==> config.mk <==
export PLATFORM = sky130hd
export DESIGN_NAME = kmsg_ram
export DESIGN_NICKNAME = d
export VERILOG_FILES = /design/src/sv/key_matrix_scan_ghost_report_macros.svh /design/src/sv/kmsg_ram.sv
export SDC_FILE = /design/constraint.sdc
export NUM_CORES = 1
export LEC_CHECK = 0
export ABC_CLOCK_PERIOD_IN_PS = 7900
export BUFFER_PORTS_ARGS = -buffer_cell sky130_fd_sc_hd__buf_2
export CAP_MARGIN = 20
export CORE_ASPECT_RATIO = 1.5
export CORE_MARGIN = 4
export CORE_UTILIZATION = 45
export DETAILED_ROUTE_END_ITERATION = 8
export RECOVER_POWER = 50
export SYNTH_ARGS = -nofsm -noshare
export SYNTH_HDL_FRONTEND = slang
export SYNTH_SLANG_ARGS = --single-unit
==> constraint.sdc <==
create_clock -name i_clk -period 7.9 [get_ports i_clk]
set_clock_uncertainty 0.05 [all_clocks]
set_input_delay 0.395 -clock i_clk [delete_from_list [all_inputs] [get_ports i_clk]]
set_output_delay 0.395 -clock i_clk [all_outputs]
set_load 0.01 [all_outputs]
==> src/sv/key_matrix_scan_ghost_report_macros.svh <==
// assertion macros used by the scan sequencer (kmsg_seq)
`ifndef KEY_MATRIX_SCAN_GHOST_REPORT_MACROS_SVH
`define KEY_MATRIX_SCAN_GHOST_REPORT_MACROS_SVH
`ifndef SYNTHESIS
`define KMSG_ASSERT(lbl, prop, msg) \
    lbl: assert property (@(posedge i_clk) disable iff (!i_rst_n) prop) else $error(msg);
`define KMSG_NEVER(lbl, cond, msg) `KMSG_ASSERT(lbl, !(cond), msg)
`else
`define KMSG_ASSERT(lbl, prop, msg)
`define KMSG_NEVER(lbl, cond, msg)
`endif
`endif

==> src/sv/kmsg_ram.sv <==
module kmsg_ram #(
    parameter int W = 8,
    parameter int D = 128
) (
    input  logic                 i_clk,
    input  logic                 i_we,
    input  logic [$clog2(D)-1:0] i_waddr,
    input  logic [W-1:0]         i_wdata,
    input  logic [$clog2(D)-1:0] i_raddr,
    output logic [W-1:0]         o_rdata
);

    logic [W-1:0] r_mem [D];
    logic [W-1:0] r_rdata;

    // one write port, registered read
    always_ff @(posedge i_clk) begin
        if (i_we) begin
            r_mem[i_waddr] <= i_wdata;
        end
        r_rdata <= r_mem[i_raddr];
    end

    assign o_rdata = r_rdata;

endmodule

== Word level (Yosys, flattened, before mapping) ==
Memories as Yosys holds them, arrays and structs flattened. A register that Yosys moved wholly into a read port is not among the register bits.
Index checks and enable logic that the tools add are counted.
Word-level totals
  flip-flop bits (word level): 0
  bits in writable memories: 1024
  input port bits: 24
  output and inout bits: 8
  memories: 1
Memory list
  r_mem: depth 128, width 8, rd ports 1, clocked after Yosys merged registers in 1, wr ports 1, RTL line kmsg_ram.sv:13  | logic [W-1:0] r_mem [D];
Operators by class
  mux-type cells: 2
Operators by type and width (number)
  $mux 1: 2

== Longest topological paths before layout ==
  depth after elaboration: 2
  depth in mapped cells: 7
  gate-level depth less buffers: 4

== Least setup slack after synthesis ==
No wires, ideal clock.
  path kind: input-to-reg
  from: input port i_raddr[0]
  to: register r_rdata[0] (netlist: o_rdata[0]) (read register of r_mem)
  data arrival time: 2.778 ns
  data required time: 7.729 ns
  path slack: 4.951 ns
  stages: 6
  path buffers: 2
  cells stage by stage: clkbuf_1 > buf_1 > mux4_2 > mux4_2 > mux4_2 > mux2_2
RTL lines
  start: declaration: RTL line kmsg_ram.sv:9  | input logic [$clog2(D)-1:0] i_raddr,
  end: declaration: RTL line kmsg_ram.sv:14  | logic [W-1:0] r_rdata;

== Final worst setup path ==
  from: input port i_wdata[0]
  to: memory r_mem[98][0] (data pin)
RTL lines
  start: declaration: RTL line kmsg_ram.sv:8  | input logic [W-1:0] i_wdata,
  end: declaration: RTL line kmsg_ram.sv:13
No word-level cell before the write port.

==> impl_metrics.csv <==
group,metric,value,unit
run_status,outcome,"finished, violations left",
run_status,failed_checks,"max-capacitance violations, max-slew violations",
power_and_ir_drop,leakagePower,13.3,nW
final_layout,drive_gt1_frac,0.294,
clock_network,cts.path.max_buffers,3,
floorplanning,die_w,250,µm
setup_path,crit_type,"input port to flop",
sta,worst_slack,2.67,ns
global_route,grt_max_degree,109,
floorplanning,rows,133,
setup_path,crit_arrival,5.01,ns
global_route,grt_pass1_vias,18500,
detailed_routing,vias_per_cell,5.98,
sta,slew_viol_final,979,
sta,grt_setup_unrepaired,"false",
floorplanning,dieHeight,372,µm
final_layout,stdcell_area,44100,µm²
setup_path,crit_top_cell,"clkbuf_1",
clock_network,post_cts_buffers,0,
clock_network,cts-root-buf,"clkbuf_16",
place,dp_hpwl,58300,µm
setup_path,startpoint_type,"input port",
synth,yosys_warnings,0,
place,gp_congestion,0.809,
sta,setup_viol,0,
place,dp.cells,2759,
sta,slew_headroom,-1.93,
power_and_ir_drop,powerDensity,248,nW/µm²
sta,hold_violations,0,
detailed_routing,ant_nets,0,
power_and_ir_drop,p_seq_frac,0.555,
setup_path,crit_slowest_cell,"clkbuf_1",
synth,yosysTopAreaCell,"edfxtp_1",
clock_network,cts_sinks,1032,
place,dpl-instance-area,41300,µm²
synth,ys_seq_area_frac,0.779,
final_layout,area_growth,11.3,%
sta,max_freq,191,MHz
setup_path,crit_family,"buffers and inverters",
global_route,grt_use_total,0.204,
run,drv_cap,14,
synth,syn_nets,1659,
place,dp_slack,4.08,ns
synth,ys_top_cells_by_area,"edfxtp_1, mux4_2, nor2_1",
setup_path,path_buf_inv,3,
final_layout,multi_input_area,8380,µm²
synth,synth_cell_types,17,
synth,synth_seq_cells,1032,
floorplanning,coreArea,87500,µm²
detailed_routing,drc,0,
synth,syn_area,39700,µm²
power_and_ir_drop,power,10.9,mW
floorplanning,initial_utilization,0.453,
setup_path,endpoint_kind,"flop",
detailed_routing,wire_per_inst,31.8,µm
hold_path,min-delay-path-class,"input port to flop",
final_layout,nets,1739,
clock_network,clkLatencyLatePin,0.68,ns
detailed_routing,drt_pass1_iterations,6,
power_and_ir_drop,switching_share,0.210,
synth,syn_inst,1635,
power_and_ir_drop,power.internal,8.65,mW
synth,syn_avg_cell_area,24.3,µm²
clock_network,cts_buffers,93,
detailed_routing,vias,17500,
final_layout,regArea,30900,µm²
global_route,grt_pass1_wl,136000,µm
sta,min_period,5.23,ns
clock_network,cts_resized,0,
power_and_ir_drop,ir_drop,0.155,mV
sta,fin_hold_ws,0.189,ns
power_and_ir_drop,p_clk_frac,0.396,
global_route,antenna_found_initial,9,
clock_network,cts_tree,"yes",
power_and_ir_drop,p_sw,2.29,mW
detailed_routing,first_iter_violations,1934,
clock_network,clk_pin_slew,0.07,ns
clock_network,postCtsHoldBufs,0,
final_layout,final_cell_count_no_fill,2936,
detailed_routing,wirelength,93200,µm
setup_path,cpPeakStageDelay,3.12,ns
setup_path,required,7.68,ns
floorplanning,ios,32,
place,io_buffers,31,
sta,period_share,0.662,
final_layout,fill_cells,6895,
final_layout,post-route-util,0.504,
sta,totalNegativeSetupSlack,0,ns
clock_network,h-tree-depth,3,
floorplanning,die-area,93100,µm²
setup_path,path_max_fanout,94,
synth,synth_top_area_share,0.775,
setup_path,path_cells,"clkbuf_1 > clkbuf_1 > clkbuf_1",
global_route,overflow,0,
sta,worst_pin_slew,4.39,ns
power_and_ir_drop,power_frac_comb,0.049,
## final timing paths
| path | from | to | slack [ns] | cells after the start |
|---|---|---|---|---|
| max | i_wdata[0] | r_mem[98][0] | 2.67 | 3 |
| max reg2reg | r_mem[54][2] | o_rdata[2] | 5.40 | 4 |
| min | i_raddr[5] | o_rdata[3] | 0.19 | 2 |
| min reg2reg | r_mem[72][4] | o_rdata[4] | 1.11 | 4 |
## routing by layer
metal,part of all wire,track usage
met2,0.55,0.370
met3,0.057,0.0375
met5,0.00050,0
met1,0.37,0.250
met4,0.026,0.0622
## flip-flops by register name, summed over array words and instances, names as in the netlist
name / flops
o_rdata: 8
r_mem: 1024
## layout by cell type, fill, tap and decap left out, types with 4 or more instances in the layout
| cell | instances |
|---|---|
| nand2_1 | 14 |
| nor2b_1 | 7 |
| nor3_2 | 6 |
| nor2_1 | 122 |
| clkbuf_1 | 41 |
| buf_4 | 16 |
| dfxtp_1 | 8 |
| clkinv_1 | 23 |
| edfxtp_1 | 1024 |
| buf_2 | 18 |
| clkinv_2 | 12 |
| bufinv_16 | 4 |
| clkbuf_16 | 97 |
| diode_2 | 5 |
| mux4_2 | 336 |
| mux2_2 | 8 |
| nand3_1 | 12 |
| buf_6 | 14 |
## synth_stat cells
| cell | instances |
|---|---|
| edfxtp_1 | 1024 |
| mux4_2 | 336 |
| nor2_1 | 122 |
| clkbuf_1 | 44 |
| buf_1 | 18 |
| buf_2 | 15 |
| nand2_1 | 14 |
| nand3_1 | 12 |
| buf_4 | 11 |
| nor3_1 | 9 |
| dfxtp_1 | 8 |
| mux2_2 | 8 |
| nor2b_1 | 7 |
| nand4_1 | 3 |
| nand2b_1 | 2 |
| buf_6 | 1 |
| or3_1 | 1 |
## power groups by stage
| stage | Clock (mW) | Sequential, mW | Combinational, mW |
|---|---|---|---|
| 3_5_place_dp | 0 | 6.18 | 0.553 |
| 5_1_grt | 4.65 | 6.08 | 0.570 |
| 6_report | 4.33 | 6.08 | 0.538 |
| 3_3_place_gp | 0 | 6.18 | 0.542 |
| 2_1_floorplan | 0 | 6.17 | 0.306 |
| 4_1_cts | 4.42 | 6.07 | 0.554 |
## cell type report
class,count,share of cell area
antenna,5,0.000283
clock buffer,118,0.0570
clock inverter,46,0.00777
multi-input combinational,514,0.190
sequential,1032,0.700
tap,1147,0.0325
timing repair buffer,74,0.0122
## logic make-up after synthesis
group,synth area share
buffers and inverters,0.0101
flip-flops,0.779
multiplexers,0.193
AND/OR/NAND/NOR,0.0176
Power figures use the tool's default switching activity.
