File: src/sv/key_matrix_scan_ghost_report_macros.svh
// assertion macros used by the scan sequencer (kmsg_seq)
`ifndef KEY_MATRIX_SCAN_GHOST_REPORT_MACROS_SVH
`define KEY_MATRIX_SCAN_GHOST_REPORT_MACROS_SVH
`ifndef SYNTHESIS
`define KMSG_ASSERT(lbl, prop, msg) \
    lbl: assert property (@(posedge i_clk) disable iff (!i_rst_n) prop) else $error(msg);
`define KMSG_NEVER(lbl, cond, msg) `KMSG_ASSERT(lbl, !(cond), msg)
`else
`define KMSG_ASSERT(lbl, prop, msg)
`define KMSG_NEVER(lbl, cond, msg)
`endif
`endif

File: src/sv/kmsg_pkg.sv
package kmsg_pkg;

    // commands carried in tuser
    localparam logic [1:0] CMD_SCAN   = 2'd0;
    localparam logic [1:0] CMD_KEYMAP = 2'd1;
    localparam logic [1:0] CMD_FNTAB  = 2'd2;

    // usage ranges
    localparam logic [7:0] MOD_LO  = 8'hE0;
    localparam logic [7:0] MOD_HI  = 8'hE7;
    localparam logic [7:0] FKEY_LO = 8'h3A;
    localparam logic [7:0] FKEY_HI = 8'h45;
    localparam logic [7:0] MOD_BIT_MASK = 8'h07;

    localparam int SLOTS     = 6;
    localparam int SCAN_BITS = 16;
    localparam int FN_W      = 25;
    localparam int IN_W      = 64;
    localparam int OUT_W     = 88;

    typedef enum logic [2:0] {
        ST_CLEAR,
        ST_IDLE,
        ST_SCAN,
        ST_TAIL,
        ST_FIN
    } t_state;

    // sequencer to frame builder
    typedef struct packed {
        logic                 start_clear;
        logic                 key_en;
        logic                 held;
        logic                 fin;
        logic                 last_col;
        logic                 host_ready;
        logic [SCAN_BITS-1:0] cur;
    } t_frame_ctrl;

endpackage

File: src/sv/kmsg_frame.sv
module kmsg_frame import kmsg_pkg::*; #(
    parameter int MAX_KEYS = 6
) (
    input  logic             i_clk,
    input  logic             i_rst_n,
    input  t_frame_ctrl      i_ctrl,
    input  logic [7:0]       i_usage,
    input  logic [FN_W-1:0]  i_fent,
    input  logic             i_cfg_wen,
    input  logic             i_cfg_wdata,
    input  logic             i_m_ready,
    output logic             o_m_valid,
    output logic [OUT_W-1:0] o_m_data,
    output logic             o_out_free
);

    logic                        r_fn_lock;
    logic [7:0]                  r_mod, n_mod, r_last_mod, n_last_mod;
    logic [SLOTS-1:0][7:0]       r_slot, n_slot, r_last_slot, n_last_slot;
    logic [2:0]                  r_cnt, n_cnt;
    logic                        r_pressed, n_pressed, r_last_pressed, n_last_pressed;
    logic [15:0]                 r_hot, n_hot, r_last_hot, n_last_hot;
    logic [7:0]                  r_func, n_func, r_last_func, n_last_func;
    logic [SCAN_BITS-1:0]        r_seen, n_seen;
    logic                        r_ghost, n_ghost;
    logic                        r_m_valid, n_m_valid;
    logic [OUT_W-1:0]            r_m_data, n_m_data;

    logic                 fe_valid, fkey, is_mod, room;
    logic [15:0]          fe_cons;
    logic [7:0]           fe_code;
    logic [SCAN_BITS-1:0] again;
    logic                 skb, scons, fchg;

    assign fe_valid = i_fent[24];
    assign fe_cons  = i_fent[23:8];
    assign fe_code  = i_fent[7:0];
    assign fkey     = (i_usage >= FKEY_LO) && (i_usage <= FKEY_HI);
    assign is_mod   = (i_usage >= MOD_LO) && (i_usage <= MOD_HI);
    assign room     = int'(r_cnt) < MAX_KEYS;
    assign again    = i_ctrl.cur & r_seen;

    // key rules, ghost check and end of frame
    always_comb begin
        n_mod = r_mod;  n_slot = r_slot;  n_cnt = r_cnt;  n_pressed = r_pressed;
        n_hot = r_hot;  n_func = r_func;  n_seen = r_seen;  n_ghost = r_ghost;
        n_last_mod = r_last_mod;  n_last_slot = r_last_slot;
        n_last_hot = r_last_hot;  n_last_func = r_last_func;
        n_last_pressed = r_last_pressed;
        n_m_valid = r_m_valid && !i_m_ready;
        n_m_data  = r_m_data;
        skb = 1'b0;  scons = 1'b0;  fchg = 1'b0;

        // frame start
        if (i_ctrl.start_clear) begin
            n_mod = '0;  n_slot = '0;  n_cnt = '0;  n_pressed = 1'b0;
            n_hot = '0;  n_func = '0;  n_seen = '0;  n_ghost = 1'b0;
        end

        // one pressed key
        if (i_ctrl.key_en && (i_usage != 8'd0)) begin
            if (!i_ctrl.held) begin
                if (is_mod) begin
                    n_mod = r_mod | (8'd1 << (i_usage & MOD_BIT_MASK));
                end else if (r_fn_lock && fkey) begin
                    if (fe_valid) begin
                        n_pressed = 1'b1;
                        n_hot = fe_cons;
                        n_func = fe_code;
                        n_mod = '0;
                        n_slot = '0;
                    end
                end else if (room) begin
                    for (int i = 0; i < SLOTS; i++) begin
                        if (3'(i) == r_cnt) n_slot[i] = i_usage;
                    end
                    n_cnt = r_cnt + 3'd1;
                    n_pressed = 1'b1;
                    n_hot = '0;
                end
            end else begin
                if (r_fn_lock && fkey) begin
                    if (!r_pressed) begin
                        n_slot[0] = i_usage;
                        n_pressed = 1'b1;
                        n_hot = '0;
                    end
                end else if (fe_valid && room) begin
                    for (int i = 0; i < SLOTS; i++) begin
                        if (3'(i) == r_cnt) n_slot[i] = fe_code;
                    end
                    n_cnt = r_cnt + 3'd1;
                    n_pressed = 1'b1;
                    n_hot = '0;
                end
            end
        end

        // column done: ghost check, report at last column
        if (i_ctrl.fin) begin
            n_ghost = r_ghost || ((again & (again - SCAN_BITS'(1))) != '0);
            n_seen  = r_seen | i_ctrl.cur;
            if (i_ctrl.last_col) begin
                if (!n_ghost) begin
                    n_last_mod = r_mod;  n_last_slot = r_slot;  n_last_hot = r_hot;
                    n_last_func = r_func;  n_last_pressed = r_pressed;
                end
                skb   = ((n_last_mod != r_last_mod) || (n_last_slot != r_last_slot))
                        && i_ctrl.host_ready;
                scons = (n_last_hot != r_last_hot) && i_ctrl.host_ready;
                fchg  = n_last_func != r_last_func;
                n_m_valid = 1'b1;
                n_m_data  = {5'd0, fchg, scons, skb, n_last_func, n_last_hot,
                             n_last_slot, n_last_mod};
                n_mod = '0;  n_slot = '0;  n_cnt = '0;  n_pressed = 1'b0;
                n_hot = '0;  n_func = '0;  n_seen = '0;  n_ghost = 1'b0;
            end
        end
    end

    // frame state
    always_ff @(posedge i_clk) begin
        if (!i_rst_n) begin
            r_fn_lock <= 1'b0;
            r_mod <= '0;  r_slot <= '0;  r_cnt <= '0;  r_pressed <= 1'b0;
            r_hot <= '0;  r_func <= '0;  r_seen <= '0;  r_ghost <= 1'b0;
            r_last_mod <= '0;  r_last_slot <= '0;  r_last_hot <= '0;
            r_last_func <= '0;  r_last_pressed <= 1'b0;
            r_m_valid <= 1'b0;
        end else begin
            if (i_cfg_wen) r_fn_lock <= i_cfg_wdata;
            r_mod <= n_mod;  r_slot <= n_slot;  r_cnt <= n_cnt;  r_pressed <= n_pressed;
            r_hot <= n_hot;  r_func <= n_func;  r_seen <= n_seen;  r_ghost <= n_ghost;
            r_last_mod <= n_last_mod;  r_last_slot <= n_last_slot;
            r_last_hot <= n_last_hot;  r_last_func <= n_last_func;
            r_last_pressed <= n_last_pressed;
            r_m_valid <= n_m_valid;
        end
    end

    // result payload
    always_ff @(posedge i_clk) begin
        r_m_data <= n_m_data;
    end

    assign o_m_valid  = r_m_valid;
    assign o_m_data   = r_m_data;
    assign o_out_free = !r_m_valid || i_m_ready;

endmodule
File: config.mk
export PLATFORM = sky130hd
export DESIGN_NAME = kmsg_frame
export DESIGN_NICKNAME = d
export VERILOG_FILES = /design/src/sv/key_matrix_scan_ghost_report_macros.svh /design/src/sv/kmsg_pkg.sv /design/src/sv/kmsg_frame.sv
export SDC_FILE = /design/constraint.sdc
export NUM_CORES = 1
export LEC_CHECK = 0
export BUFFER_PORTS_ARGS = -buffer_cell sky130_fd_sc_hd__buf_2
export CORE_MARGIN = 8
export CORE_UTILIZATION = 59
export DETAILED_ROUTE_END_ITERATION = 7
export PLACE_DENSITY = 0.8
export SLEW_MARGIN = 20
export SYNTH_ARGS = -nofsm -noshare
export SYNTH_HDL_FRONTEND = slang
export SYNTH_SLANG_ARGS = --single-unit
File: constraint.sdc
create_clock -name i_clk -period 2.9 [get_ports i_clk]
set_clock_uncertainty 0.15 [all_clocks]
set_input_delay 0.29 -clock i_clk [delete_from_list [all_inputs] [get_ports i_clk]]
set_output_delay 0.29 -clock i_clk [all_outputs]
set_load 0.02 [all_outputs]
=== After elaboration in Yosys (flattened, before gate mapping) ===
Index checks and enable logic that the tools add are counted.
W data, S select, Z words.

* Bitwise logic cells: 4
* Reductions and logical operators: 18
* Shift-type cells: 1
* Equal/unequal tests: 9
* Mux-type cells: 95
* $add $sub $neg: 2
* $lt $le $gt $ge: 5

{| class="wikitable"
|+ Operator list
! kind !! count
|-
| $mux W48 || 13
|-
| $mux W16 || 18
|-
| $mux W8 || 36
|-
| $ne A48 B48 Y1 || 1
|-
| $mux W40 || 1
|-
| $and A16 B16 Y16 || 2
|-
| $mux W3 || 10
|-
| $mux W1 || 17
|-
| $ne A16 B16 Y1 || 1
|-
| $ne A8 B8 Y1 || 2
|-
| $or A16 B16 Y16 || 1
|-
| $reduce_bool A16 Y1 || 1
|-
| $sub A16 B1 Y16 const B || 1
|-
| $ge A8 B6 Y1 const B || 1
|-
| $ge A8 B8 Y1 const B || 1
|-
| $le A8 B7 Y1 const B || 1
|-
| $le A8 B8 Y1 const B || 1
|-
| $logic_and A1 B1 Y1 || 8
|-
| $or A8 B8 Y8 || 1
|-
| $reduce_bool A8 Y1 || 1
|-
| $shl A1 B3 Y8 const A || 1
|-
| $eq A2 B3 Y1 const A || 2
|-
| $eq A3 B3 Y1 const A || 2
|-
| $add A3 B1 Y3 const B || 1
|-
| 7 further kinds || 10
|}

* Input bits: 60
* Bits in registers: 266

=== Longest topological paths before layout ===
* Depth in word-level cells: 11
* Gate-level depth with buffers: 9
* Depth with buffers taken out: 8

=== Worst setup path before layout ===
OpenSTA, ideal clock, no wires.

* Path kind: input port to flip-flop
* Start: input i_ctrl[18] in the netlist's numbering
* End: register r_m_data[0] (netlist: o_m_data[0]) (enable)
* Required time: 2313 ps
* Cell stages on the path: 2
* Data arrival time: 2124 ps
* Slack: 190 ps
* Cell sequence: nand2_1 > inv_1

* Cells in the longest elaborated chain, start to end: 1

{| class="wikitable"
|+ Ends and longest elaborated chain
! element !! line !! text
|-
| from (decl) || kmsg_frame.sv:6 || <nowiki>input t_frame_ctrl i_ctrl,</nowiki>
|-
| $reduce_and A2 Y1 (no line) || - ||
|-
| to (signal assigned) || kmsg_frame.sv:143 || <nowiki>r_m_data <= n_m_data;</nowiki>
|-
| to (decl) || kmsg_frame.sv:27 || <nowiki>logic [OUT_W-1:0] r_m_data, n_m_data;</nowiki>
|}

Every way passes these cells.
A chain may end at the register's enable or synchronous reset.

=== Worst setup path in the final report ===
* Start: input i_ctrl[1] in the netlist's numbering
* End: register r_last_func[6]

* Cells in the longest elaborated chain, start to end: 8

{| class="wikitable"
|+ Ends and longest elaborated chain
! element !! line !! text
|-
| $and A16 B16 Y16 * || kmsg_frame.sv:41 || <nowiki>assign again = i_ctrl.cur & r_seen;</nowiki>
|-
| $sub A16 B1 Y16 || kmsg_frame.sv:101 || <nowiki>n_ghost = r_ghost || ((again & (again - SCAN_BITS'(1))) != '0);</nowiki>
|-
| $and A16 B16 Y16 * || kmsg_frame.sv:101 ||
|-
| $reduce_bool A16 Y1 * || kmsg_frame.sv:101 ||
|-
| $logic_or A1 B1 Y1 * || kmsg_frame.sv:101 ||
|-
| $mux W8 * || kmsg_frame.sv:104 || <nowiki>if (!n_ghost) begin</nowiki>
|-
| $mux W8 * || kmsg_frame.sv:103 || <nowiki>if (i_ctrl.last_col) begin</nowiki>
|-
| $mux W8 * || kmsg_frame.sv:100 || <nowiki>if (i_ctrl.fin) begin</nowiki>
|-
| to (signal assigned) || kmsg_frame.sv:135 || <nowiki>r_last_hot <= n_last_hot; r_last_func <= n_last_func;</nowiki>
|-
| to (decl) || kmsg_frame.sv:23 || <nowiki>logic [7:0] r_func, n_func, r_last_func, n_last_func;</nowiki>
|}

Every way passes the cells marked *; elsewhere a longest branch is shown, timed or not. The select of a mux whose other input is x is not followed.

==> impl_results.md <==
- Mapped Area: 13700 µm²
- WS Path Type: primary input to flip-flop
- Avg Inst Size Synth: 9.46 µm²
- Power Density: 531 nW/µm²
- Peak supply drop: 0.508 mV
- Io pins: 150
- Remaining Overflow, GRT: 0
- Total Routed Length: 43800 µm
- TritonCTS clock tree: yes
- Final GP Congestion: 0.971
- Via/cell ratio: 6.27
- Post-Syn Instances: 1453
- TNS Setup: 0 ns
- Layout area overhead: 19.7%
- Drt drc: 0
- WP data required: 3.20 ns
- Run status: finished clean
- Yosys reg bits: 266
- Nets: 1717
- FMAX: 371 MHz
- Num CTS Buffers: 29
- DPL Wire Length: 29700 µm
- Clock sink total: 266
- Port Buffers: 144
- Ys async rst share: 0%
- Share of layout cells above drive strength 1: 21.1%
- Antenna cell count: 0
- Die width: 169 µm
- Initial antenna violation count: 1
- First-pass GRT wire length: 67500 µm
- Final setup violation count: 0
- Final Hold Vio Count: 0
- Fin worst setup slack: 0.206 ns
- RSZ-0062 raised after global routing: false
- Worst setup EP type: flip-flop
- Vias in the first global route: 12200
- DR WL/cell: 22.0 µm
- Arrival time worst endpoint: 3.00 ns
- Clk pin slew, worst setup/hold paths: 0.06 ns
- Worst reg-to-reg path cell count: 8
- Dpl ws: -0.0357 ns
- Hold Path Stages: 3
- LEAKAGE: 6.11 nW
- Vias after detailed routing: 12500
- Cells after DPL: 1893
- Clk_lat worst skew: 0.55 ns
- Largest net degree at the start of global routing: 180
- Final period utilization: 92.9%
- Total chip power: 8.73 mW
- Max-slew violations: 0
- Synth Warn #: 0
- CTS Buffer Depth: 3
- Main flop type after synthesis: dfxtp_1
- Worst rel slew slack: 36.8%
- DRT iter0 DRCs: 1469
- Core region area: 23200 µm²
- Final non-filler cell total: 1994
- R2R Setup Slk: 0.28 ns
- Slew @ Worst Pin: 0.949 ns
- Period minus WS final: 2.69 ns
- Routed Antenna Nets: 0
- Row Count: 56
- Layout Utilization: 70.9%
- Hold WC Path Type: primary input to flip-flop
- Max Fanout on Critical Path: 24
- Post-synthesis sequential area ratio: 44.8%
- H-tree depth: 1
- Total track usage: 29.8%
- Starting density of the core: 59.3%
- Post-synth EDFFs: 83
- Leading cell type in the layout, fill and taps excluded: nand2_1
- Crit start category: primary input
- Most frequent cells in the layout: nand2_1 (264), dfxtp_1 (183), buf_2 (143)
- DIE HEIGHT: 169 µm
- Max cap viols: 0
- Drt pass-1 iters: 6
- Synth unique cells: 80
- Full die area: 28400 µm²
- Clock Tree Root: clkbuf_16
-- final cells by class --
type | count | area (µm²)
Inverter | 38 | 144
Clock buffer | 46 | 861
Tap cell | 319 | 399
Fill cell | 1751 | 6740
Clock inverter | 8 | 73.8
Timing Repair Buffer | 267 | 1900
Multi-Input combinational cell | 1050 | 6920
Sequential cell | 266 | 6160
-- path summary, 6_finish.rpt --
path | to | from
setup / recovery | r_last_func[6]$_SDFFE_PN0P_ | i_ctrl[1]
hold / removal | r_slot[39]$_SDFF_PN0_ | i_usage[7]
setup reg to reg | r_last_func[6]$_SDFFE_PN0P_ | r_seen[2]$_SDFFE_PN0P_
hold reg to reg | r_last_slot[0]$_SDFFE_PN0P_ | r_slot[0]$_SDFF_PN0_
-- synth_stat cells (5+ instances only) --
cell type,n,area (µm²)
o31ai_1,7,52.6
nand2b_1,13,81.3
a211oi_1,26,195
xnor2_1,16,140
o2bb2ai_1,5,43.8
xor2_1,32,280
o21a_1,5,37.5
nand4_1,17,106
edfxtp_1,83,2490
a2111oi_0,10,87.6
nand3_1,26,130
o21ai_0,58,290
a22oi_1,28,210
a31oi_1,10,62.6
o22ai_1,17,106
buf_12,8,160
buf_4,5,37.5
mux2_2,56,631
mux2_4,5,75.1
ha_1,5,62.6
a311o_1,5,50.1
inv_1,38,143
a21oi_1,82,410
a221oi_1,18,158
nor3_1,9,45.0
clkbuf_1,60,225
o211ai_1,10,75.1
nor4_1,31,194
nor2b_1,40,250
mux2i_1,104,1040
and2_1,7,43.8
buf_2,26,130
a22o_1,6,52.6
dfxtp_1,183,3660
nor2_1,56,210
nand2_1,264,991
-- per-stage QoR --
stage	hold slack (ns)	instance area, µm²
floorplan	0.276	13800
global placement	0.294	15000
detailed placement	0.302	15000
CTS	0.000865	16400
global route	0.0319	16500
finish	0.0297	16500
-- what timing repair did --
item / 4_1_cts / 5_1_grt
hold endpoints to repair: 49 / 0
setup endpoints to repair: 0 / 162
resized for setup: 0 / 4
buffers inserted: 0 / 1
hold buffers: 46 / 0
-- per-layer routing --
metal,GRT usage [%],vias up,wire [µm]
li1,-,5682,-
met1,37.4,5986,17500
met2,49.5,681,20200
met3,5.54,160,3850
met4,13.1,2,2170
met5,0,-,13
-- power by group --
| group | internal [mW] | switching [mW] |
|---|---|---|
| logic | 0.428 | 0.707 |
| clock network | 2.12 | 1.49 |
| registers | 3.93 | 0.0656 |
-- registers in the layout, indices dropped and copies added, names as in the netlist --
signal       count
r_pressed        1
r_last_slot     48
r_last_hot      16
r_last_func      8
o_m_data        83
r_fn_lock        1
r_func           8
r_seen          16
o_m_valid        1
r_slot          48
r_last_mod       8
r_cnt            3
r_ghost          1
r_hot           16
r_mod            8
-- worst max-delay path: stages --
cell and delay (ns):
dlygate4sd3_1 0.53, buf_2 0.15, a222oi_1 0.36, buf_4 0.19
nor2_1 0.05, nor4_2 0.31, o2111ai_4 0.25, nor2_8 0.31
buf_12 0.26, mux2i_1 0.28
-- kinds of logic (layout without fill, tap and decap cells) --
group | after synthesis | count (layout) | share of synthesized area [%]
compound gates | 339 | 339 | 17.2
other cells | 1 | 5 | 0.0273
xor+xnor | 48 | 48 | 3.06
flops | 266 | 266 | 44.8
mux | 165 | 165 | 12.7
simple gates | 488 | 488 | 16.5
buf+inv | 141 | 359 | 5.28
fa+ha+maj | 5 | 5 | 0.455
No activity file was read; power rests on OpenSTA's default activity.
