===== src/sv/key_matrix_scan_ghost_report_macros.svh =====
// assertion macros used by the scan sequencer (kmsg_seq)
`ifndef KEY_MATRIX_SCAN_GHOST_REPORT_MACROS_SVH
`define KEY_MATRIX_SCAN_GHOST_REPORT_MACROS_SVH
`ifndef SYNTHESIS
`define KMSG_ASSERT(lbl, prop, msg) \
    lbl: assert property (@(posedge i_clk) disable iff (!i_rst_n) prop) else $error(msg);
`define KMSG_NEVER(lbl, cond, msg) `KMSG_ASSERT(lbl, !(cond), msg)
`else
`define KMSG_ASSERT(lbl, prop, msg)
`define KMSG_NEVER(lbl, cond, msg)
`endif
`endif


===== src/sv/kmsg_pkg.sv =====
package kmsg_pkg;

    // commands carried in tuser
    localparam logic [1:0] CMD_SCAN   = 2'd0;
    localparam logic [1:0] CMD_KEYMAP = 2'd1;
    localparam logic [1:0] CMD_FNTAB  = 2'd2;

    // usage ranges
    localparam logic [7:0] MOD_LO  = 8'hE0;
    localparam logic [7:0] MOD_HI  = 8'hE7;
    localparam logic [7:0] FKEY_LO = 8'h3A;
    localparam logic [7:0] FKEY_HI = 8'h45;
    localparam logic [7:0] MOD_BIT_MASK = 8'h07;

    localparam int SLOTS     = 6;
    localparam int SCAN_BITS = 16;
    localparam int FN_W      = 25;
    localparam int IN_W      = 64;
    localparam int OUT_W     = 88;

    typedef enum logic [2:0] {
        ST_CLEAR,
        ST_IDLE,
        ST_SCAN,
        ST_TAIL,
        ST_FIN
    } t_state;

    // sequencer to frame builder
    typedef struct packed {
        logic                 start_clear;
        logic                 key_en;
        logic                 held;
        logic                 fin;
        logic                 last_col;
        logic                 host_ready;
        logic [SCAN_BITS-1:0] cur;
    } t_frame_ctrl;

endpackage


===== src/sv/kmsg_seq.sv =====
`include "key_matrix_scan_ghost_report_macros.svh"

module kmsg_seq import kmsg_pkg::*; #(
    parameter int COLS = 8,
    parameter int ROWS = 16
) (
    input  logic                             i_clk,
    input  logic                             i_rst_n,
    input  logic                             i_valid,
    input  logic [1:0]                       i_cmd,
    input  logic [IN_W-1:0]                  i_data,
    input  logic                             i_out_free,
    output logic                             o_ready,
    output logic                             o_km_we,
    output logic                             o_fn_we,
    output logic [$clog2(COLS*ROWS)-1:0]     o_waddr,
    output logic [7:0]                       o_km_wdata,
    output logic [FN_W-1:0]                  o_fn_wdata,
    output logic [$clog2(COLS*ROWS)-1:0]     o_raddr,
    output t_frame_ctrl                      o_ctrl
);

    localparam int DEPTH = COLS * ROWS;
    localparam int AW    = $clog2(DEPTH);
    localparam int NR    = (ROWS < SCAN_BITS) ? ROWS : SCAN_BITS;
    localparam int RCW   = $clog2(NR);
    localparam logic [SCAN_BITS-1:0] ROW_MASK = SCAN_BITS'((33'd1 << NR) - 33'd1);

    t_state         r_state, n_state;
    logic [AW-1:0]  r_clr;
    logic [2:0]     r_col;
    logic [15:0]    r_bits;
    logic           r_held;
    logic           r_host;
    logic [RCW-1:0] r_rc;
    logic           r_pend;
    logic [RCW-1:0] r_prow;

    // input field decode
    logic [2:0]  f_col;
    logic [15:0] f_bits;
    logic [3:0]  f_row;
    logic        accept, col_ok, row_ok, is_scan, last_col, fin_go;

    assign f_col  = i_data[2:0];
    assign f_bits = i_data[18:3];
    assign f_row  = i_data[22:19];
    assign accept = i_valid && o_ready;
    assign col_ok = int'(f_col) < COLS;
    assign row_ok = int'(f_row) < ROWS;
    assign is_scan = col_ok && (i_cmd == CMD_SCAN);
    assign last_col = int'(r_col) == COLS - 1;
    assign fin_go = (r_state == ST_FIN) && (!last_col || i_out_free);

    // next state
    always_comb begin
        n_state = r_state;
        case (r_state)
            ST_CLEAR: if (r_clr == AW'(DEPTH - 1)) n_state = ST_IDLE;
            ST_IDLE:  if (accept && is_scan) n_state = ST_SCAN;
            ST_SCAN:  if (r_rc == RCW'(NR - 1)) n_state = ST_TAIL;
            ST_TAIL:  n_state = ST_FIN;
            ST_FIN:   if (fin_go) n_state = ST_IDLE;
            default:  n_state = ST_CLEAR;
        endcase
    end

    // outputs: handshake, memory ports, frame control
    always_comb begin
        o_ready    = (r_state == ST_IDLE);
        o_km_we    = 1'b0;
        o_fn_we    = 1'b0;
        o_waddr    = AW'(int'(f_col) * ROWS + int'(f_row));
        o_km_wdata = i_data[30:23];
        o_fn_wdata = {i_data[31], i_data[47:32], i_data[55:48]};
        o_raddr    = AW'(int'(r_col) * ROWS + int'(r_rc));
        case (r_state)
            ST_CLEAR: begin
                o_km_we    = 1'b1;
                o_fn_we    = 1'b1;
                o_waddr    = r_clr;
                o_km_wdata = '0;
                o_fn_wdata = '0;
            end
            ST_IDLE: begin
                o_km_we = accept && col_ok && row_ok && (i_cmd == CMD_KEYMAP);
                o_fn_we = accept && col_ok && row_ok && (i_cmd == CMD_FNTAB);
            end
            default: ;
        endcase
        o_ctrl.start_clear = accept && is_scan && (f_col == 3'd0);
        o_ctrl.key_en      = r_pend && r_bits[4'(r_prow)];
        o_ctrl.held        = r_held;
        o_ctrl.fin         = fin_go;
        o_ctrl.last_col    = last_col;
        o_ctrl.host_ready  = r_host;
        o_ctrl.cur         = r_bits & ROW_MASK;
    end

    // control registers
    always_ff @(posedge i_clk) begin
        if (!i_rst_n) begin
            r_state <= ST_CLEAR;
            r_clr   <= '0;
            r_rc    <= '0;
            r_pend  <= 1'b0;
        end else begin
            r_state <= n_state;
            r_pend  <= (r_state == ST_SCAN);
            if (r_state == ST_CLEAR) r_clr <= r_clr + AW'(1);
            if (r_state == ST_SCAN) r_rc <= r_rc + RCW'(1);
            else r_rc <= '0;
        end
    end

    // latched scan item
    always_ff @(posedge i_clk) begin
        r_prow <= r_rc;
        if (accept && is_scan) begin
            r_col  <= f_col;
            r_bits <= f_bits;
            r_held <= i_data[56];
            r_host <= i_data[57];
        end
    end

    `KMSG_ASSERT(a_clear_blocks, (r_state == ST_CLEAR) |-> !o_ready, "ready during clear")
    `KMSG_NEVER(a_scan_no_write, (r_state == ST_SCAN || r_state == ST_TAIL) && (o_km_we || o_fn_we), "table write during scan")
    `KMSG_ASSERT(a_scan_starts, (accept && is_scan) |=> (r_state == ST_SCAN), "scan request did not start walk")

endmodule


===== config.mk =====
export PLATFORM = sky130hd
export DESIGN_NAME = kmsg_seq
export DESIGN_NICKNAME = d
export VERILOG_FILES = /design/src/sv/kmsg_pkg.sv /design/src/sv/kmsg_seq.sv
export VERILOG_INCLUDE_DIRS = /design/src /design/src/sv
export SDC_FILE = /design/constraint.sdc
export NUM_CORES = 1
export LEC_CHECK = 0
export BUFFER_PORTS_ARGS = -buffer_cell sky130_fd_sc_hd__buf_4
export CORE_ASPECT_RATIO = 1.4
export CORE_MARGIN = 4
export CORE_UTILIZATION = 23
export CTS_CLUSTER_DIAMETER = 30
export DETAILED_ROUTE_END_ITERATION = 6
export GPL_ROUTABILITY_DRIVEN = 0
export PLACE_DENSITY = 0.61
export SYNTH_ARGS = -nofsm -noshare
export SYNTH_HDL_FRONTEND = slang
export SYNTH_SLANG_ARGS = --single-unit
export TNS_END_PERCENT = 10

===== constraint.sdc =====
create_clock -name i_clk -period 4.6 [get_ports i_clk]
set_clock_uncertainty 0.15 [all_clocks]
set_input_delay 1.15 -clock i_clk [delete_from_list [all_inputs] [get_ports i_clk]]
set_output_delay 1.15 -clock i_clk [all_outputs]
set_load 0.03 [all_outputs]

---- After elaboration in Yosys (flattened, before gate mapping) ----
Index checks and enable logic that the tools add are counted.
storage, ports and cells
  output and inout port bits .............. 72
  word-level logic and storage cells ...... 53
  input bits .............................. 70
  register bits after elaboration ......... 40
operators by class
  eq/ne operators ......................... 13
  order comparisons ....................... 1
  add/sub/neg operators ................... 4
  reductions and logical operators ........ 14
  multiplexer cells ....................... 12
operators with widths
  operator                                                     number
  2-to-1 mux 25 bit                                            1
  one-hot mux 3 bit (5 select lines)                           1
  adder 7 x 4 -> 7 bit                                         2
  2-to-1 mux 3 bit                                             4
  2-to-1 mux 8 bit                                             1
  adder 7 x 1 -> 7 bit (second input constant)                 1
  == test 7 bit (second input constant)                        1
  logical AND 1 bit                                            7
  2-to-1 mux 7 bit                                             1
  == test 3 x 1 -> 1 bit (second input constant)               2
  == test 3 x 2 -> 1 bit (second input constant)               2
  logical NOT 3 bit                                            2
  != test 2 bit (second input constant)                        3
  less-than comparator 4 x 5 -> 1 bit (second input constant)  1
  adder 4 x 1 -> 4 bit (second input constant)                 1
  binary-select mux 1 bit (select 4 bit)                       1
  == test 4 bit (second input constant)                        1
  one-hot mux 1 bit (2 select lines)                           2
  AND reduction 4 bit                                          1
  == test 3 bit (second input constant)                        1
  == test 2 x 1 -> 1 bit (second input constant)               1
  == test 2 bit (second input constant)                        1
  logical NOT 2 bit                                            1
  != test 2 x 1 -> 1 bit (second input constant)               1
  4 further kinds                                              4

---- Depth between registers and ports, before layout ----
Gate-level depths: netlist (run 1).
  depth in word-level cells ............... 6
  depth in mapped cells ................... 5
  depth with buffers taken out ............ 5

---- Worst setup path after synthesis (run 1) ----
OpenSTA, ideal clock, no wires.
  path kind ............................... input to output
  from .................................... input i_cmd[1]
  to ...................................... output o_ctrl[21] (netlist bit)
  stages .................................. 4
  path buffers ............................ 0
  path slack .............................. 0.026 ns
  arrival time ............................ 3.274 ns
  data required time ...................... 3.300 ns
  cells stage by stage .................... inv_1 nand2_1 nor3_2 nor4b_1
RTL lines
  what         line            source
  from (decl)  kmsg_seq.sv:10  input logic [1:0] i_cmd,
  to (decl)    kmsg_seq.sv:20  output t_frame_ctrl o_ctrl

---- Worst setup path in the final report (run 1) ----
  from .................................... register r_state[0]
  to ...................................... output o_km_we
on the way
  longest elaborated chain between the ends .. 4
  elaborated cells between the ends (all ways) .. 5
  those cells by class .................... 1 x eq/ne; 1 x mux; 3 x reduce/logical
RTL lines
  what                                  line                            source
  from (decl)                           kmsg_seq.sv:29                  t_state r_state, n_state;
  from (signal assigned)                kmsg_seq.sv:108                 r_state <= n_state;
  == test 3 x 1 -> 1 bit                kmsg_seq.sv:70, kmsg_seq.sv:77
  logical AND 1 bit                     kmsg_seq.sv:48                  assign accept = i_valid && o_ready;
  logical AND 1 bit                     kmsg_seq.sv:86                  o_km_we = accept && col_ok && row_ok && (i_cmd == CMD_KEYMAP);
  one-hot mux 1 bit (2 select lines) *  kmsg_seq.sv:77                  case (r_state)
  to (decl)                             kmsg_seq.sv:14                  output logic o_km_we,
Every way passes the cells marked *; elsewhere a longest branch is shown, timed or not.

==> summary.md, run 1 <==
| Metric | Value |
|---|---|
| Sequential Area | `approximately 1000 um2` |
| Largest net degree at the start of global routing | `24` |
| Inst Count DP | `between 300 and 400` |
| Routed len/inst | `around 14 um` |
| CTS tree | `done` |
| CP Cell Sequence | `nor3_4 -> buf_4 -> a41o_1 -> buf_4` |
| 1st-iter DRT viols | `21` |
| CTS Buffer Depth | `2` |
| Die width | `approximately 85 um` |
| Setup TNS | `0 ps` |
| Rows | `38` |
| Post-CTS Hold Fix Bufs | `0` |
| Fin crit share | `0.734` |
| Mapped Nets | `roughly 240` |
| GR Util met3 | `0.0448` |
| Finished Core Util | `0.394` |
| Antenna Nets Post-Route | `0` |
| Placed inst area | `roughly 3000 um2` |
| Most Crowded Layer GR | `met2` |
| Final Non-Filler Cells | `~410` |
| CP endpoint kind | `output pin` |
| Crit path max fanout | `23` |
| Worst path top cell family by delay | `simple AND/OR/NAND/NOR gates` |
| Relative slew slack | `0.431` |
| Final WL | `between 5000 and 6000 um` |
| Initial antenna violation count | `0` |
| Pwr dens | `about 230 nW/um2` |
| Die area | `between 9000 and 10,000 um2` |
| Dpl hpwl | `around 4600 um` |
| Final setup fails | `0` |
| Fraction of layout cells with a size suffix above 1 | `0.511` |
| Fill cells | `between 800 and 900` |
| Die Height | `roughly 120 um` |
| Final Power | `a little over 0.7 mW` |
| RSZ-0062 raised after global routing | `no` |
| Max-slew violation count | `0` |
| CP dominant cell by count | `buf_4` |
| Cell variety after synth | `38` |
| Core Region | `roughly 7900 um2` |
| DRC | `0` |
| Register area share after synthesis | `0.533` |
| Ys flop type | `edfxtp_1` |
| First-pass GRT wire length | `8420 um` |
| CP peak stage delay | `740 ps` |
| Finished Cell Area | `around 3100 um2` |
| Worst-Margin Slew | `850 ps` |
| GR Util met1 | `0.113` |
| Post-CTS sizing | `0` |
| Synthesized area | `1900 um2` |
| Via density per instance | `4.29` |
| Detailed Routing Iterations Pass 1 | `4` |
| Avg Cell Area, Syn | `around 11 um2` |
| Clock Tree Root | `clkbuf_8` |
| Clock latency on the worst-skew pair | `between 200 and 300 ps` |
| Layout area overhead | `63.9%` |
| Clock sinks | `40` |
| Status | `complete, no violations` |
| Post-route setup slack | `1220 ps` |
| DR vias | `approximately 1,700` |
| Pre-CTS WS | `around 1200 ps` |
| I/O pins | `about 140` |
| Worst vdd ir | `0.103 mV` |
| Clock slew at reported path FFs | `80 ps` |
| Fmax | `roughly 0.30 GHz` |
| Critical path required time | `roughly 3300 ps` |
| Multi-input gate area | `~810 um2` |
| Worst Hold Class | `register to register` |
| Fin. Hold Viols | `0` |
| Nets | `approximately 380` |
| FF+latch count, synth | `40` |
| CTS buffer count | `5` |
| Synth warnings | `0` |
| Ys async rst share | `0` |
| Final Critical Period | `~3400 ps` |
| Worst setup SP type | `register` |
| H-tree depth | `2` |
| CP max stage cell | `nor3_4` |
| # diodes | `0` |
| Worst Path Buf+Inv | `2` |
| I/O Buffers | `around 140` |
| Leakage | `1.39 nW` |
| Grt ovf | `0` |
| GRT Util Overall | `0.109` |
| Routing usage on met2 | `0.199` |
| Maxcap violations | `0` |
| Cells after Synth | `170` |
| Vias in the first global route | `roughly 1,800` |
| Final Hold Slack | `about 260 ps` |
| Critical Path AT | `2080 ps` |
| WS Path Type | `register to output pin` |
| Post-CTS setup buffers | `0` |
| Post-synth EDFFs | `21` |
| Starting Density | `0.240` |
-- registers in the layout, indices dropped and copies added (netlist names) --
| name | count |
|---|---|
| r_state | 3 |
| r_rc | 4 |
| r_pend | 1 |
| r_host | 1 |
| r_clr | 7 |
| r_held | 1 |
| r_col | 3 |
| r_prow | 4 |
| r_bits | 16 |
-- cells by family after synthesis --
logic type	count (synthesis)	synth area share
adder cells (fa/ha/maj)	2	0.0132
flip-flops	40	0.533
multiplexers	13	0.0857
XOR/XNOR	7	0.0323
buffers and inverters	15	0.0416
AO/OA/AOI/OAI	14	0.0501
AND/OR/NAND/NOR	79	0.244
-- cell usage in the layout (no fill, tap or decap), drive strengths merged, types with 2 or more instances in the layout --
cell and instances:
and2 5, xnor2 5, nand3 5, mux2 6, o21ai 4, mux4 2, edfxtp 21, ha 2
mux2i 5, xor2 2, a21boi 2, o211ai 2, and3 3, nor2b 35, buf 138, nor3 2
nand4 4, nand2 12, inv 4, clkbuf 6, nor2 7, dfxtp 19
-- layout make-up --
| type | instances | area share |
|---|---|---|
| inverter | 4 | 0.00483 |
| multi-input combinational | 115 | 0.262 |
| clock buffer | 6 | 0.0233 |
| timing repair buffer | 138 | 0.333 |
| sequential | 40 | 0.325 |
| clock inverter | 2 | 0.0113 |
| tap | 100 | 0.0403 |
-- final timing paths --
kind	startpoint	to	slack, ps	cells past startpoint
min	r_rc[3]	r_prow[3]	260	0
max	r_state[0]	o_km_we	1220	4
max reg2reg	r_state[0]	r_clr[6]	2560	4
min reg2reg	r_rc[3]	r_prow[3]	260	0
-- cell usage after synthesis, types with 3 or more instances --
cell type / n / area [um2]
inv_1: 4 / 15.0
o21ai_0: 4 / 20.0
nor2_1: 7 / 26.3
buf_4: 5 / 37.5
mux2i_1: 5 / 50.1
and2_1: 5 / 31.3
nor2b_1: 35 / 219
xnor2_1: 5 / 43.8
buf_2: 3 / 15.0
mux2_2: 6 / 67.6
nand4_1: 4 / 25.0
edfxtp_1: 21 / 631
nand2_1: 12 / 45.0
nand3_1: 5 / 25.0
and3_1: 3 / 18.8
dfxtp_1: 19 / 380
-- per-layer routing --
| metal | vias to the layer above | part of all wire |
|---|---|---|
| met5 | - | 0 |
| li1 | 850 | - |
| met2 | 112 | 0.51 |
| met1 | 768 | 0.36 |
| met4 | 0 | 0.013 |
| met3 | 6 | 0.12 |
-- where the power goes --
group / switching [mW] / leakage [nW] / internal, mW
registers: 0.00266 / 0.342 / 0.377
clock network: 0.116 / 0.0552 / 0.161
logic: 0.0185 / 0.993 / 0.0454
-- worst register-to-register path: stages, from the launching register on --
cell	delay (ps)
dfxtp_1	380
nor3_4	740
nand2_1	200
or3_1	380
a21boi_1	130
No activity file was read; power rests on OpenSTA's default activity.
==> run 2, diff against run 1 <==
Settings changed: ABC_AREA set to 1, PLACE_DENSITY 0.61 to 0.6.
Clock period 4.6 ns to 3.4 ns, I/O delays scaled along.
==> run 2 against run 1 <==
  * Sequential share of layout area fell by 2.0 points
  * Register-to-register slack got worse by 1100 ps
  * Count of clock-buffer cells in the layout fell by 1
  * Via count rose by 17%
  * Synthesized cell count rose by 61%
  * Critical endpoint is now o_waddr[0]
  * Highest routed layer unchanged
==> summary.md, run 2 <==
| Metric | Value |
|---|---|
| Status | `complete, no violations (unchanged)` |
| Worst R2R Start | `r_state[2] (was r_state[0])` |
| Ys flop type | `edfxtp_1 (unchanged)` |
| Routed len/inst | `11.8 um (was 13.6 um)` |
| First-pass GRT wire length | `9250 um (was 8420 um)` |
| I/O pins | `142 (unchanged)` |
| Post-CTS setup buffers | `0 (unchanged)` |
| Sw Share | `0.428 (was 0.190)` |
| Largest registers | `r_bits x16, r_clr x7 (unchanged)` |
| HP Start | `r_rc[1] (was r_rc[3])` |
| Die Height | `120 um (was 115 um)` |
| Fraction of layout cells with a size suffix above 1 | `0.391 (was 0.511)` |
| Avg Cell Area, Syn | `7.58 um2 (was 11.2 um2)` |
| CTS buffer count | `5 (unchanged)` |
| Fmax | `0.358 GHz` |
| Starting Density | `0.239 (was 0.240)` |
| Critical path required time | `2400 ps (was 3300 ps)` |
| Fin. Hold Viols | `0 (unchanged)` |
| Finished Cell Area | `3310 um2 (was 3110 um2)` |
| Top cell type's share of synthesized area | `0.304 (was 0.332)` |
| Final Critical Period | `about 2800 ps` |
| I/O Buffers | `135 (unchanged)` |
| Setup TNS | `0 ps (unchanged)` |
| Logic pwr share | `0.497 (was 0.089)` |
| Top reg by flops | `r_bits (unchanged)` |
| Clock sinks | `40 (unchanged)` |
| Post-synth EDFFs | `21 (unchanged)` |
| Register area share after synthesis | `0.487 (was 0.533)` |
| Max-slew violation count | `0 (unchanged)` |
| Cell with the most instances after synthesis | `inv_1 (was nor2b_1)` |
| Pwr dens | `663 nW/um2 (was 232 nW/um2)` |
| Antenna Nets Post-Route | `0 (unchanged)` |
| Sequential Area | `1010 um2 (unchanged)` |
| Die area | `10,600 um2 (was 9780 um2)` |
| Most common cell after layout, fill and taps aside | `buf_4 (unchanged)` |
| Clock slew at reported path FFs | `60 ps (was 80 ps)` |
| Multi-input gate area | `724 um2 (was 813 um2)` |
| Worst-Margin Slew | `805 ps (was 850 ps)` |
| Placed inst area | `3150 um2 (was 3000 um2)` |
| GRT Util Overall | `0.110 (was 0.109)` |
| Power share of the clock group | `0.241 (was 0.384)` |
| CP max stage cell | `nor2_4 (was nor3_4)` |
| Hold Path Sink | `r_prow[1] (was r_prow[3])` |
| Reg power frac | `0.262 (was 0.527)` |
| H-tree depth | `2 (unchanged)` |
| Top cells by count, synth | `inv_1, nor2_1, nand2_1 (was nor2b_1, edfxtp_1, dfxtp_1)` |
| Post-CTS Hold Fix Bufs | `0 (unchanged)` |
| Final setup fails | `0 (unchanged)` |
| DRC | `0 (unchanged)` |
| Crit path max fanout | `37 (was 23)` |
| Cells after Synth | `274 (was 170)` |
| Via density per instance | `3.96 (was 4.29)` |
| Worst setup SP type | `register (unchanged)` |
| Cell variety after synth | `28 (was 38)` |
| CP dominant cell by count | `nor2_1 (was buf_4)` |
| Rows | `40 (was 38)` |
| CTS Buffer Depth | `2 (unchanged)` |
| RSZ-0062 raised after global routing | `no (unchanged)` |
| CP peak stage delay | `590 ps (was 740 ps)` |
| Fin crit share | `0.820` |
| Fill cells | `924 (was 804)` |
| Synth area leader | `edfxtp_1 (unchanged)` |
| Worst vdd ir | `0.361 mV (was 0.103 mV)` |
| Reg2Reg Setup Slack | `1500 ps (was 2560 ps)` |
| DR vias | `2,030 (was 1,736)` |
| Relative slew slack | `0.463 (was 0.431)` |
| Core Region | `8710 um2 (was 7890 um2)` |
| 1st-iter DRT viols | `35 (was 21)` |
| # diodes | `0 (unchanged)` |
| Clock latency on the worst-skew pair | `280 ps (was 290 ps)` |
| Final Hold Slack | `250 ps (was 260 ps)` |
| Initial antenna violation count | `0 (unchanged)` |
| Reg2Reg Depth | `5 (was 4)` |
| Maxcap violations | `0 (unchanged)` |
| Post-CTS sizing | `0 (unchanged)` |
| Commonest non-fill, non-tap cells in the layout | `buf_4, inv_1, nor2_1 (was buf_4, nor2b_1, edfxtp_1)` |
| Final WL | `6060 um (was 5510 um)` |
| Largest register FFs | `16 (unchanged)` |
| Hold-critical path depth | `0 (unchanged)` |
| Dpl hpwl | `5070 um (was 4580 um)` |
| Die width | `88.3 um (was 84.8 um)` |
| Vias in the first global route | `1,922 (was 1,808)` |
| Finished Core Util | `0.381 (was 0.394)` |
| Worst path top cell family by delay | `simple AND/OR/NAND/NOR gates (unchanged)` |
| Nets | `478 (was 376)` |
| Grt ovf | `0 (unchanged)` |
| WS Path Type | `register to output pin (unchanged)` |
| Ys async rst share | `0 (unchanged)` |
| Largest net degree at the start of global routing | `38 (was 24)` |
| Layout area overhead | `59.6% (was 63.9%)` |
| Worst Hold Class | `register to register (unchanged)` |
| Sw power | `0.941 mW (was 0.137 mW)` |
| CP endpoint kind | `output pin (unchanged)` |
| Synth area leaders | `edfxtp_1, dfxtp_1, inv_1 (was edfxtp_1, dfxtp_1, nor2b_1)` |
| Int Pwr | `1.26 mW (was 0.583 mW)` |
| FF-to-FF End | `r_bits[13] (was r_clr[6])` |
| Clock Tree Root | `clkbuf_16 (was clkbuf_8)` |
| Synthesized area | `2080 um2 (was 1900 um2)` |
| CP Cell Sequence | `inv_2 -> nand2_2 -> nor2_4 -> nor2_1 -> nor2_1 -> buf_4 (was nor3_4 -> buf_4 -> a41o_1 -> buf_4)` |
| CTS tree | `done (unchanged)` |
| Synth warnings | `0 (unchanged)` |
| Critical Path AT | `1790 ps (was 2080 ps)` |
| Leakage | `1.74 nW (was 1.39 nW)` |
| Worst Path Buf+Inv | `2 (unchanged)` |
| Mapped Nets | `346 (was 242)` |
| Detailed Routing Iterations Pass 1 | `4 (unchanged)` |
| FF+latch count, synth | `40 (unchanged)` |
run 2: cell count changes after synthesis, sizes merged, moves of 6 or more:
cell	before	now
inv	4	71
nor2	7	52
nand2	12	47
nor2b	35	0
nand3	5	20
a21oi	1	8
o21ai	4	11
mux2	6	0
run 2: layout make-up:
type | count | share of cell area
tap | 105 | 0.0396
timing repair buffer | 135 | 0.306
multi-input combinational | 153 | 0.219
sequential | 40 | 0.305
inverter | 71 | 0.0804
clock inverter | 3 | 0.0128
clock buffer | 5 | 0.0378
run 2: kinds of logic after synthesis:
| family | Yosys count | synth area share |
|---|---|---|
| buf+inv | 81 | 0.164 |
| simple gates | 126 | 0.264 |
| compound gates | 23 | 0.0639 |
| flops | 40 | 0.487 |
| fa+ha+maj | 2 | 0.0120 |
| xor+xnor | 2 | 0.00844 |
run 2: worst max-delay path by stage:
stage          startpoint          to  slack [ps]  cells after the start
2_1_floorplan    i_cmd[1]  o_ctrl[21]         390                      3
3_3_place_gp     i_cmd[1]  o_ctrl[21]         740                      5
3_5_place_dp     i_cmd[1]  o_ctrl[21]         750                      5
4_1_cts        r_state[1]  o_waddr[0]         570                      6
5_1_grt        r_state[1]  o_waddr[0]         380                      6
6_report       r_state[1]  o_waddr[0]         610                      6
run 2: routing by layer:
metal | vias up | routed length, um | global-route usage
met5 | - | 0 | 0
met4 | 0 | 40 | 0.0255
met3 | 4 | 519 | 0.0375
met2 | 62 | 3110 | 0.190
met1 | 875 | 2390 | 0.131
li1 | 1089 | - | -
run 2: worst reg2reg max path, cell delays in order, from the launching register on:
cell     delay, ps
dfxtp_1        350
inv_2          120
nand3_2        110
inv_2           90
nand3_1         90
inv_1          600
run 2: stage by stage:
stage	setup WS, ps	total power, mW	std cells
2_1_floorplan	385	1.32	274
5_1_grt	382	2.32	512
3_3_place_gp	740	1.68	504
6_report	610	2.20	512
3_5_place_dp	752	1.69	504
4_1_cts	567	2.23	512
run 2: power groups by stage:
stage	Combinational, mW	Clock, mW	Sequential, mW
CTS	1.11	0.542	0.576
finish	1.09	0.530	0.576
floorplan	0.729	0	0.588
global placement	1.10	0	0.585
global route	1.18	0.562	0.581
detailed placement	1.10	0	0.586
